<file path="src/rtl/lqfl_pkg.sv">
package lqfl_pkg;

  localparam int CMD_W    = 1;
  localparam int HANDLE_W = 32;
  localparam int STATUS_W = 2;
  localparam int COUNT_W  = 4;

  localparam logic [CMD_W-1:0] CMD_PUSH = 1'b0;
  localparam logic [CMD_W-1:0] CMD_POP  = 1'b1;

  typedef enum logic [STATUS_W-1:0] {
    ST_DONE  = 2'd0,
    ST_EMPTY = 2'd1,
    ST_FULL  = 2'd2
  } status_t;

  // controller to datapath
  typedef struct packed {
    logic ready;
    logic take;
    logic push_link;
    logic pop_link;
    logic load;
  } ctl_cmd_t;

  // datapath to controller
  typedef struct packed {
    logic full;
    logic empty;
    logic out_free;
  } ctl_sts_t;

endpackage

</file>
<file path="src/rtl/lqfl_in_if.sv">
interface lqfl_in_if;
  logic                             valid;
  logic                             ready;
  logic [lqfl_pkg::CMD_W-1:0]       cmd;
  logic [lqfl_pkg::HANDLE_W-1:0]    push_data;

  modport source (output valid, output cmd, output push_data, input ready);
  modport sink   (input valid, input cmd, input push_data, output ready);
endinterface

</file>
<file path="src/rtl/lqfl_out_if.sv">
interface lqfl_out_if;
  logic                             valid;
  logic                             ready;
  logic [lqfl_pkg::STATUS_W-1:0]    status;
  logic [lqfl_pkg::HANDLE_W-1:0]    pop_data;
  logic [lqfl_pkg::COUNT_W-1:0]     item_count;

  modport source (output valid, output status, output pop_data, output item_count,
                  input ready);
  modport sink   (input valid, input status, input pop_data, input item_count,
                  output ready);
endinterface

</file>
<file path="src/rtl/lqfl_ctrl.sv">
module lqfl_ctrl (
  input  logic               clk,
  input  logic               rst,
  input  logic               in_valid,
  input  logic               in_pop,
  input  lqfl_pkg::ctl_sts_t sts,
  output lqfl_pkg::ctl_cmd_t cmd
);

  typedef enum logic [4:0] {
    S_IDLE      = 5'b00001,
    S_PUSH_LINK = 5'b00010,
    S_POP_LINK  = 5'b00100,
    S_POP_DATA  = 5'b01000,
    S_RESULT    = 5'b10000
  } state_t;

  state_t state;
  state_t state_next;

  always_ff @(posedge clk) begin
    if (rst) begin
      state <= S_IDLE;
    end else begin
      state <= state_next;
    end
  end

  always_comb begin
    state_next    = state;
    cmd           = '0;
    case (state)
      S_IDLE: begin
        cmd.ready = 1'b1;
        if (in_valid) begin
          cmd.take = 1'b1;
          if (in_pop) begin
            state_next = S_POP_LINK;
          end else if (sts.full) begin
            state_next = S_RESULT;
          end else begin
            state_next = S_PUSH_LINK;
          end
        end
      end
      S_PUSH_LINK: begin
        cmd.push_link = 1'b1;
        if (sts.out_free) begin
          cmd.load   = 1'b1;
          state_next = S_IDLE;
        end else begin
          state_next = S_RESULT;
        end
      end
      S_POP_LINK: begin
        cmd.pop_link = 1'b1;
        state_next   = sts.empty ? S_RESULT : S_POP_DATA;
      end
      S_POP_DATA: begin
        if (sts.out_free) begin
          cmd.load   = 1'b1;
          state_next = S_IDLE;
        end else begin
          state_next = S_RESULT;
        end
      end
      S_RESULT: begin
        if (sts.out_free) begin
          cmd.load   = 1'b1;
          state_next = S_IDLE;
        end
      end
      default: begin
        state_next = S_IDLE;
      end
    endcase
  end

endmodule

</file>
<file path="src/rtl/lqfl_dp.sv">
module lqfl_dp #(
  parameter int NODES      = 16,
  parameter int DATA_WIDTH = 32
) (
  input  logic                              clk,
  input  logic                              rst,
  input  lqfl_pkg::ctl_cmd_t                cmd,
  output lqfl_pkg::ctl_sts_t                sts,
  input  logic [lqfl_pkg::CMD_W-1:0]        req_cmd,
  input  logic [lqfl_pkg::HANDLE_W-1:0]     req_push_data,
  output logic                              rsp_valid,
  input  logic                              rsp_ready,
  output logic [lqfl_pkg::STATUS_W-1:0]     rsp_status,
  output logic [lqfl_pkg::HANDLE_W-1:0]     rsp_pop_data,
  output logic [lqfl_pkg::COUNT_W-1:0]      rsp_item_count
);

  localparam int IW  = (NODES > 1) ? $clog2(NODES) : 1;
  localparam int LW  = $clog2(NODES + 1);
  localparam int CW  = IW;
  localparam int CXW = (CW > lqfl_pkg::COUNT_W) ? CW : lqfl_pkg::COUNT_W;
  localparam int XW  = (DATA_WIDTH > lqfl_pkg::HANDLE_W) ? DATA_WIDTH : lqfl_pkg::HANDLE_W;
  localparam logic [LW-1:0] LINK_END = LW'(NODES);
  localparam logic [LW-1:0] LAST_IDX = LW'(NODES - 1);

  logic [DATA_WIDTH-1:0] data_mem [NODES];
  logic [LW-1:0]         link_mem [NODES];

  logic [IW-1:0]         head;
  logic [IW-1:0]         tail;
  logic [LW-1:0]         free_head;
  logic [CW-1:0]         count;
  logic [LW-1:0]         fill;

  logic [IW-1:0]         raddr;
  logic [LW-1:0]         link_rd;
  logic                  link_fresh;
  logic [DATA_WIDTH-1:0] data_rd;
  lqfl_pkg::status_t     res_status;
  logic                  res_pop;

  logic                  link_re;
  logic [IW-1:0]         link_raddr;
  logic                  link_we;
  logic [IW-1:0]         link_waddr;
  logic [LW-1:0]         link_wdata;
  logic [LW-1:0]         link_init;
  logic [LW-1:0]         link_val;
  logic [IW-1:0]         free_idx;
  logic [IW-1:0]         next_idx;
  logic                  take_push;
  logic                  full;
  logic [XW-1:0]         push_ext;
  logic [XW-1:0]         pop_ext;
  logic [CXW-1:0]        count_ext;

  assign full      = (free_head == LINK_END);
  assign free_idx  = free_head[IW-1:0];
  assign take_push = cmd.take && (req_cmd == lqfl_pkg::CMD_PUSH) && !full;
  assign push_ext  = XW'(req_push_data);

  // nodes past the fill mark read as their power-up chain, not from link_mem
  assign link_init = (raddr == '0 || LW'(raddr) == LAST_IDX) ? LINK_END : LW'(raddr) + LW'(1);
  assign link_val  = link_fresh ? link_init : link_rd;
  assign next_idx  = link_val[IW-1:0];

  always_comb begin
    link_re    = 1'b0;
    link_raddr = head;
    link_we    = 1'b0;
    link_waddr = free_idx;
    link_wdata = LINK_END;
    if (cmd.take) begin
      link_re = (req_cmd == lqfl_pkg::CMD_POP) || take_push;
      if (req_cmd == lqfl_pkg::CMD_PUSH) begin
        link_raddr = free_idx;
      end
      link_we = take_push;
    end else if (cmd.push_link) begin
      link_we    = 1'b1;
      link_waddr = tail;
      link_wdata = LW'(raddr);
    end else if (cmd.pop_link && link_val != LINK_END) begin
      link_we    = 1'b1;
      link_waddr = head;
      link_wdata = free_head;
    end
  end

  always_ff @(posedge clk) begin
    if (link_re) begin
      link_rd    <= link_mem[link_raddr];
      link_fresh <= (LW'(link_raddr) >= fill);
      raddr      <= link_raddr;
    end
    if (link_we) begin
      link_mem[link_waddr] <= link_wdata;
    end
  end

  always_ff @(posedge clk) begin
    if (take_push) begin
      data_mem[free_idx] <= push_ext[DATA_WIDTH-1:0];
    end
    if (cmd.pop_link && link_val != LINK_END) begin
      data_rd <= data_mem[next_idx];
    end
  end

  always_ff @(posedge clk) begin
    if (cmd.take) begin
      res_pop    <= (req_cmd == lqfl_pkg::CMD_POP);
      res_status <= (req_cmd == lqfl_pkg::CMD_PUSH && full) ? lqfl_pkg::ST_FULL
                                                              : lqfl_pkg::ST_DONE;
    end else if (cmd.pop_link && link_val == LINK_END) begin
      res_status <= lqfl_pkg::ST_EMPTY;
    end
  end

  always_ff @(posedge clk) begin
    if (rst) begin
      head      <= '0;
      tail      <= '0;
      free_head <= LW'(1);
      count     <= '0;
      fill      <= '0;
    end else begin
      if (take_push) begin
        count <= count + CW'(1);
        if (LW'(free_idx) >= fill) begin
          fill <= LW'(free_idx) + LW'(1);
        end
      end
      if (cmd.push_link) begin
        tail      <= raddr;
        free_head <= link_val;
      end
      if (cmd.pop_link && link_val != LINK_END) begin
        head      <= next_idx;
        free_head <= LW'(head);
        if (count != '0) begin
          count <= count - CW'(1);
        end
      end
    end
  end

  // result word
  assign pop_ext   = XW'(data_rd);
  assign count_ext = CXW'(count);

  always_ff @(posedge clk) begin
    if (rst) begin
      rsp_valid <= 1'b0;
    end else if (cmd.load) begin
      rsp_valid <= 1'b1;
    end else if (rsp_ready) begin
      rsp_valid <= 1'b0;
    end
  end

  always_ff @(posedge clk) begin
    if (cmd.load) begin
      rsp_status     <= res_status;
      rsp_pop_data   <= (res_pop && res_status == lqfl_pkg::ST_DONE)
                        ? pop_ext[lqfl_pkg::HANDLE_W-1:0] : '0;
      rsp_item_count <= count_ext[lqfl_pkg::COUNT_W-1:0];
    end
  end

  assign sts.full     = full;
  assign sts.empty    = (link_val == LINK_END);
  assign sts.out_free = !rsp_valid || rsp_ready;

endmodule

</file>
<file path="src/rtl/linked_queue_with_free_list.sv">
// flow: a push goes from IDLE to PUSH_LINK (to RESULT when full), a pop to POP_LINK, then
//   POP_DATA (RESULT when empty); each request is finished before IDLE takes the next, set by
//   the node memory's registered read (link, then data on a pop); a waiting result lets one
//   more word in, then holds the input until it is taken
// reset: synchronous rst clears pointers, count, fill mark and output valid; node memories
//   get no clearing pass, nodes beyond the fill mark read as the power-up free chain
module linked_queue_with_free_list #(
  parameter int NODES      = 16,
  parameter int DATA_WIDTH = 32
) (
  input  logic              clk,
  input  logic              rst,
  lqfl_in_if.sink           req,
  lqfl_out_if.source        rsp
);

  lqfl_pkg::ctl_cmd_t cmd;
  lqfl_pkg::ctl_sts_t sts;

  assign req.ready = cmd.ready;

  lqfl_ctrl u_ctrl (
    .clk      (clk),
    .rst      (rst),
    .in_valid (req.valid),
    .in_pop   (req.cmd == lqfl_pkg::CMD_POP),
    .sts      (sts),
    .cmd      (cmd)
  );

  lqfl_dp #(
    .NODES      (NODES),
    .DATA_WIDTH (DATA_WIDTH)
  ) u_dp (
    .clk            (clk),
    .rst            (rst),
    .cmd            (cmd),
    .sts            (sts),
    .req_cmd        (req.cmd),
    .req_push_data  (req.push_data),
    .rsp_valid      (rsp.valid),
    .rsp_ready      (rsp.ready),
    .rsp_status     (rsp.status),
    .rsp_pop_data   (rsp.pop_data),
    .rsp_item_count (rsp.item_count)
  );

endmodule

</file>
<file path="src/flat_wrapper.sv">
// flat-port wrapper written by rule: the top's interface ports become plain ports
module linked_queue_with_free_list_flat 
#(
  parameter int NODES      = 16,
  parameter int DATA_WIDTH = 32
)
  (clk, rst, req_valid, req_cmd, req_push_data, req_ready, rsp_valid, rsp_status, rsp_pop_data, rsp_item_count, rsp_ready);
  lqfl_in_if req_i ();
  lqfl_out_if rsp_i ();
  input  logic clk;
  input  logic rst;
  input wire logic [$bits(req_i.valid)-1:0] req_valid;
  input wire logic [$bits(req_i.cmd)-1:0] req_cmd;
  input wire logic [$bits(req_i.push_data)-1:0] req_push_data;
  output wire logic [$bits(req_i.ready)-1:0] req_ready;
  output wire logic [$bits(rsp_i.valid)-1:0] rsp_valid;
  output wire logic [$bits(rsp_i.status)-1:0] rsp_status;
  output wire logic [$bits(rsp_i.pop_data)-1:0] rsp_pop_data;
  output wire logic [$bits(rsp_i.item_count)-1:0] rsp_item_count;
  input wire logic [$bits(rsp_i.ready)-1:0] rsp_ready;
  assign req_i.valid = req_valid;
  assign req_i.cmd = req_cmd;
  assign req_i.push_data = req_push_data;
  assign req_ready = req_i.ready;
  assign rsp_valid = rsp_i.valid;
  assign rsp_status = rsp_i.status;
  assign rsp_pop_data = rsp_i.pop_data;
  assign rsp_item_count = rsp_i.item_count;
  assign rsp_i.ready = rsp_ready;
  linked_queue_with_free_list #(.NODES(NODES), .DATA_WIDTH(DATA_WIDTH)) u_core (.clk(clk), .rst(rst), .req(req_i), .rsp(rsp_i));
endmodule
</file>
<file path="config.mk">
export PLATFORM = sky130hd
export DESIGN_NAME = linked_queue_with_free_list_flat
export DESIGN_NICKNAME = d
export VERILOG_FILES = /design/src/rtl/lqfl_pkg.sv /design/src/rtl/lqfl_in_if.sv /design/src/rtl/lqfl_out_if.sv /design/src/rtl/lqfl_ctrl.sv /design/src/rtl/lqfl_dp.sv /design/src/rtl/linked_queue_with_free_list.sv /design/src/flat_wrapper.sv
export SDC_FILE = /design/constraint.sdc
export NUM_CORES = 1
export LEC_CHECK = 0
export BUFFER_PORTS_ARGS = -buffer_cell sky130_fd_sc_hd__buf_2
export CAP_MARGIN = 20
export CORE_AREA = 5 5 270 193
export CTS_BUF_LIST = sky130_fd_sc_hd__clkbuf_4
export CTS_CLUSTER_SIZE = 40
export DETAILED_ROUTE_END_ITERATION = 7
export DIE_AREA = 0 0 275 198
export PLACE_DENSITY = 0.76
export SLEW_MARGIN = 20
export SYNTH_ARGS = -nofsm -noshare
export SYNTH_HDL_FRONTEND = slang
export SYNTH_SLANG_ARGS = --single-unit
</file>
<file path="constraint.sdc">
create_clock -name clk -period 5.3 [get_ports clk]
set_input_delay 0.795 -clock clk [delete_from_list [all_inputs] [get_ports clk]]
set_output_delay 0.795 -clock clk [all_outputs]
set_load 0.1 [all_outputs]
</file>
==> impl_metrics.ini <==
[route]
via_count = 17177
wl_mm = 64.7
drt_iter0_markers = 2193
ant_nets = 0
first_pass_iters = 6
wl_per_cell_um = 22.9
via_per_inst = 6.08
drc_errors = 0

[grt]
antenna_found_initial = 4
track_usage_pct = 23.9
grt_max_degree = 145
grt_overflow = 0
grt_pass1_vias = 16753
grt_first_pass_wirelength_mm = 98.4

[yosys]
synth_common_cells = 675 x edfxtp_1, 362 x nand2_1, 149 x nand3_1
yosysMostFrequentCell = edfxtp_1
yosysSeqAreaShare_pct = 73.9
synth_top_area_cell = edfxtp_1
yosysTopAreaCellShare_pct = 71.9
syn_nets = 1936
async_flop_share_pct = 0
synthFlopType = edfxtp_1
yosysWarnings = 0
ys_ff_latch = 703
synth_area_per_cell_um2 = 15.0
syn_inst = 1883
yosysUniqueCellTypes = 68
synth-edff-count = 675
synth_area_um2 = 28200
netlist_top_cells_area = edfxtp_1 72%, mux4_2 5.1%, nand2_1 4.8%

[die]
dieArea_um2 = 54500
ioPinCount = 77
row_count = 68
die_y_um = 198
core_area_um2 = 48900
die_w_um = 275
start_util_pct = 57.6

[timing]
period_share_pct = 75.0
tns_ns = 0
setup_viol = 0
worst_slack_ns = 1.32
tightest_slew_ns = 1.22
timing.hold.ws_ns = 0.209
drv_slew = 0
final-hold-violation-count = 0
max-slew-margin-rel_pct = 18.2
skew_ns = 0.0599
fmaxAchievable_mhz = 252
layout_min_cycle_time_ns = 3.98
rsz0062_at_grt = no

[finish]
layout.nets = 2092
drive_above_1_share_pct = 21.2
stdcell_count = 2825
syn2layout_area_growth_pct = 11.5

[critical_path]
critPathLaunchType = flip-flop
critPathCaptureType = flip-flop
crit_path_max_fanout = 36
arrival_ns = 4.47
cp.required_ns = 5.80
path_class = reg -> reg

[place]
routabilityCongestion = 0.933
dp_hpwl_mm = 36.6
place_ws_ns = 1.44
port_buffers = 76
dp.cells = 2541

[cts]
clockBufferDepth = 3
cts-root-buf = clkbuf_4
h-tree-depth = 4
cts_tree = done
numCtsBuffers = 160
cts_resized = 0
clk_pin_slew_ns = 0.06
clock-sinks = 703
cts_setup_buffers = 0
clock_latency_ns = 0.91
hold_buffers = 0

[power_and_ir_drop]
worst_ir_drop_vdd_mv = 0.250
power.leakage_nw = 10.5
p_per_area_nw_per_um2 = 410
total_power_mw = 12.9

[job]
maxCapViolations = 0

[outcome]
status = finished clean

[hold_path]
hold_class = in -> reg
[per-stage QoR]
stage / util [%] / cell area [um2]
2_1_floorplan: - / 28200
3_3_place_gp: 59.9 / 29300
3_5_place_dp: 59.9 / 29300
4_1_cts: 64.1 / 31400
5_1_grt: 64.2 / 31400
6_report: 64.2 / 31400
[per-layer routing]
layer  global-route usage [%]  vias to the layer above  part of all wire (%)  wire length (um)
li1                         -                     7639                     -                 -
met1                     36.0                     8445                    42             27300
met2                     34.7                      984                    45             28900
met3                     7.22                      107                    12              7580
met4                     6.00                        2                   1.5               970
met5                        0                        -                 0.020                13
[report_power, final]
group          internal, mW  leakage (nW)  switching [mW]
clock network          2.26          1.22            2.05
logic                 0.753          2.91            1.51
registers              6.23          6.33          0.0632
[flip-flops by register name, summed over array words and instances, names as in the netlist]
signal,cells
u_core.u_dp.data_mem,512
u_core.u_dp.link_mem,80
u_core.u_dp.data_rd,32
u_core.u_dp.rsp_pop_data,32
u_core.u_ctrl.state,5
u_core.u_dp.fill,5
u_core.u_dp.free_head,5
u_core.u_dp.link_rd,5
u_core.u_dp.count,4
u_core.u_dp.head,4
u_core.u_dp.raddr,4
u_core.u_dp.rsp_item_count,4
u_core.u_dp.tail,4
u_core.u_dp.res_status,2
u_core.u_dp.rsp_status,2
u_core.u_dp.link_fresh,1
u_core.u_dp.res_pop,1
u_core.u_dp.rsp_valid,1
[path summary, 6_finish.rpt]
check	from	endpoint	cells after the start	slack, ns
max reg2reg	u_core.u_dp.free_head[1]$_SDFFE_PP0P_	u_core.u_dp.data_mem[1][16]$_DFFE_PP_	7	1.32
max	u_core.u_dp.free_head[1]$_SDFFE_PP0P_	u_core.u_dp.data_mem[1][16]$_DFFE_PP_	7	1.32
min	req_cmd	u_core.u_ctrl.state[1]$_SDFFE_PP0P_	2	0.21
min reg2reg	u_core.u_dp.tail[3]$_SDFFE_PP0P_	u_core.u_dp.tail[3]$_SDFFE_PP0P_	2	0.46
[logic make-up (layout without fill, tap and decap cells)]
| kind of cell | count (synthesis) | count (layout) | share of synthesized area [%] |
|---|---|---|---|
| AOI/OAI and AO/OA | 254 | 254 | 6.19 |
| muxes | 94 | 94 | 6.20 |
| and+or+nand+nor | 679 | 679 | 10.8 |
| buffers and inverters | 131 | 403 | 1.94 |
| adders and majority gates | 16 | 16 | 0.711 |
| xor gates and xnor gates | 6 | 6 | 0.187 |
| DFF | 703 | 703 | 73.9 |
| other | 0 | 5 | 0 |
[cells in the final DEF, fill, tap and decap left out, drive strengths merged, types with 6 or more instances in the layout]
cell    instances
nor3           11
clkbuf        232
nand2b          9
inv            25
nand3         149
nor2b           9
dfxtp          28
mux2i          25
and2           49
a211o           6
buf           102
a22oi           6
o221ai          7
o311ai          6
o22ai           6
o21ai          20
and3            9
a211oi         14
a21oi          72
ha             16
a311oi          7
nor4            6
mux4           64
nor2           55
a41oi          31
nand2         362
edfxtp        675
a21o            7
a31oi          38
clkinv         35
[area by class of cell]
| cell class | instances | area, um2 |
|---|---|---|
| Antenna cell | 5 | 12.5 |
| Clock buffer | 232 | 1740 |
| Clock inverter | 46 | 334 |
| Fill cell | 3458 | 17500 |
| Inverter | 23 | 86.3 |
| Multi-Input combinational cell | 1049 | 6940 |
| Sequential cell | 703 | 20800 |
| Tap cell | 665 | 832 |
| Timing Repair Buffer | 102 | 633 |
[worst max-delay path, cell delays in order, from the launching register on]
cell and delay, ns:
dfxtp_1 0.31, buf_4 0.37, clkinv_1 0.48, ha_1 0.45, nor4bb_1 0.22, or4_4 0.58, nor3_1 0.26, and2_2 0.89
Note: power is estimated with default switching activity, not from simulation.
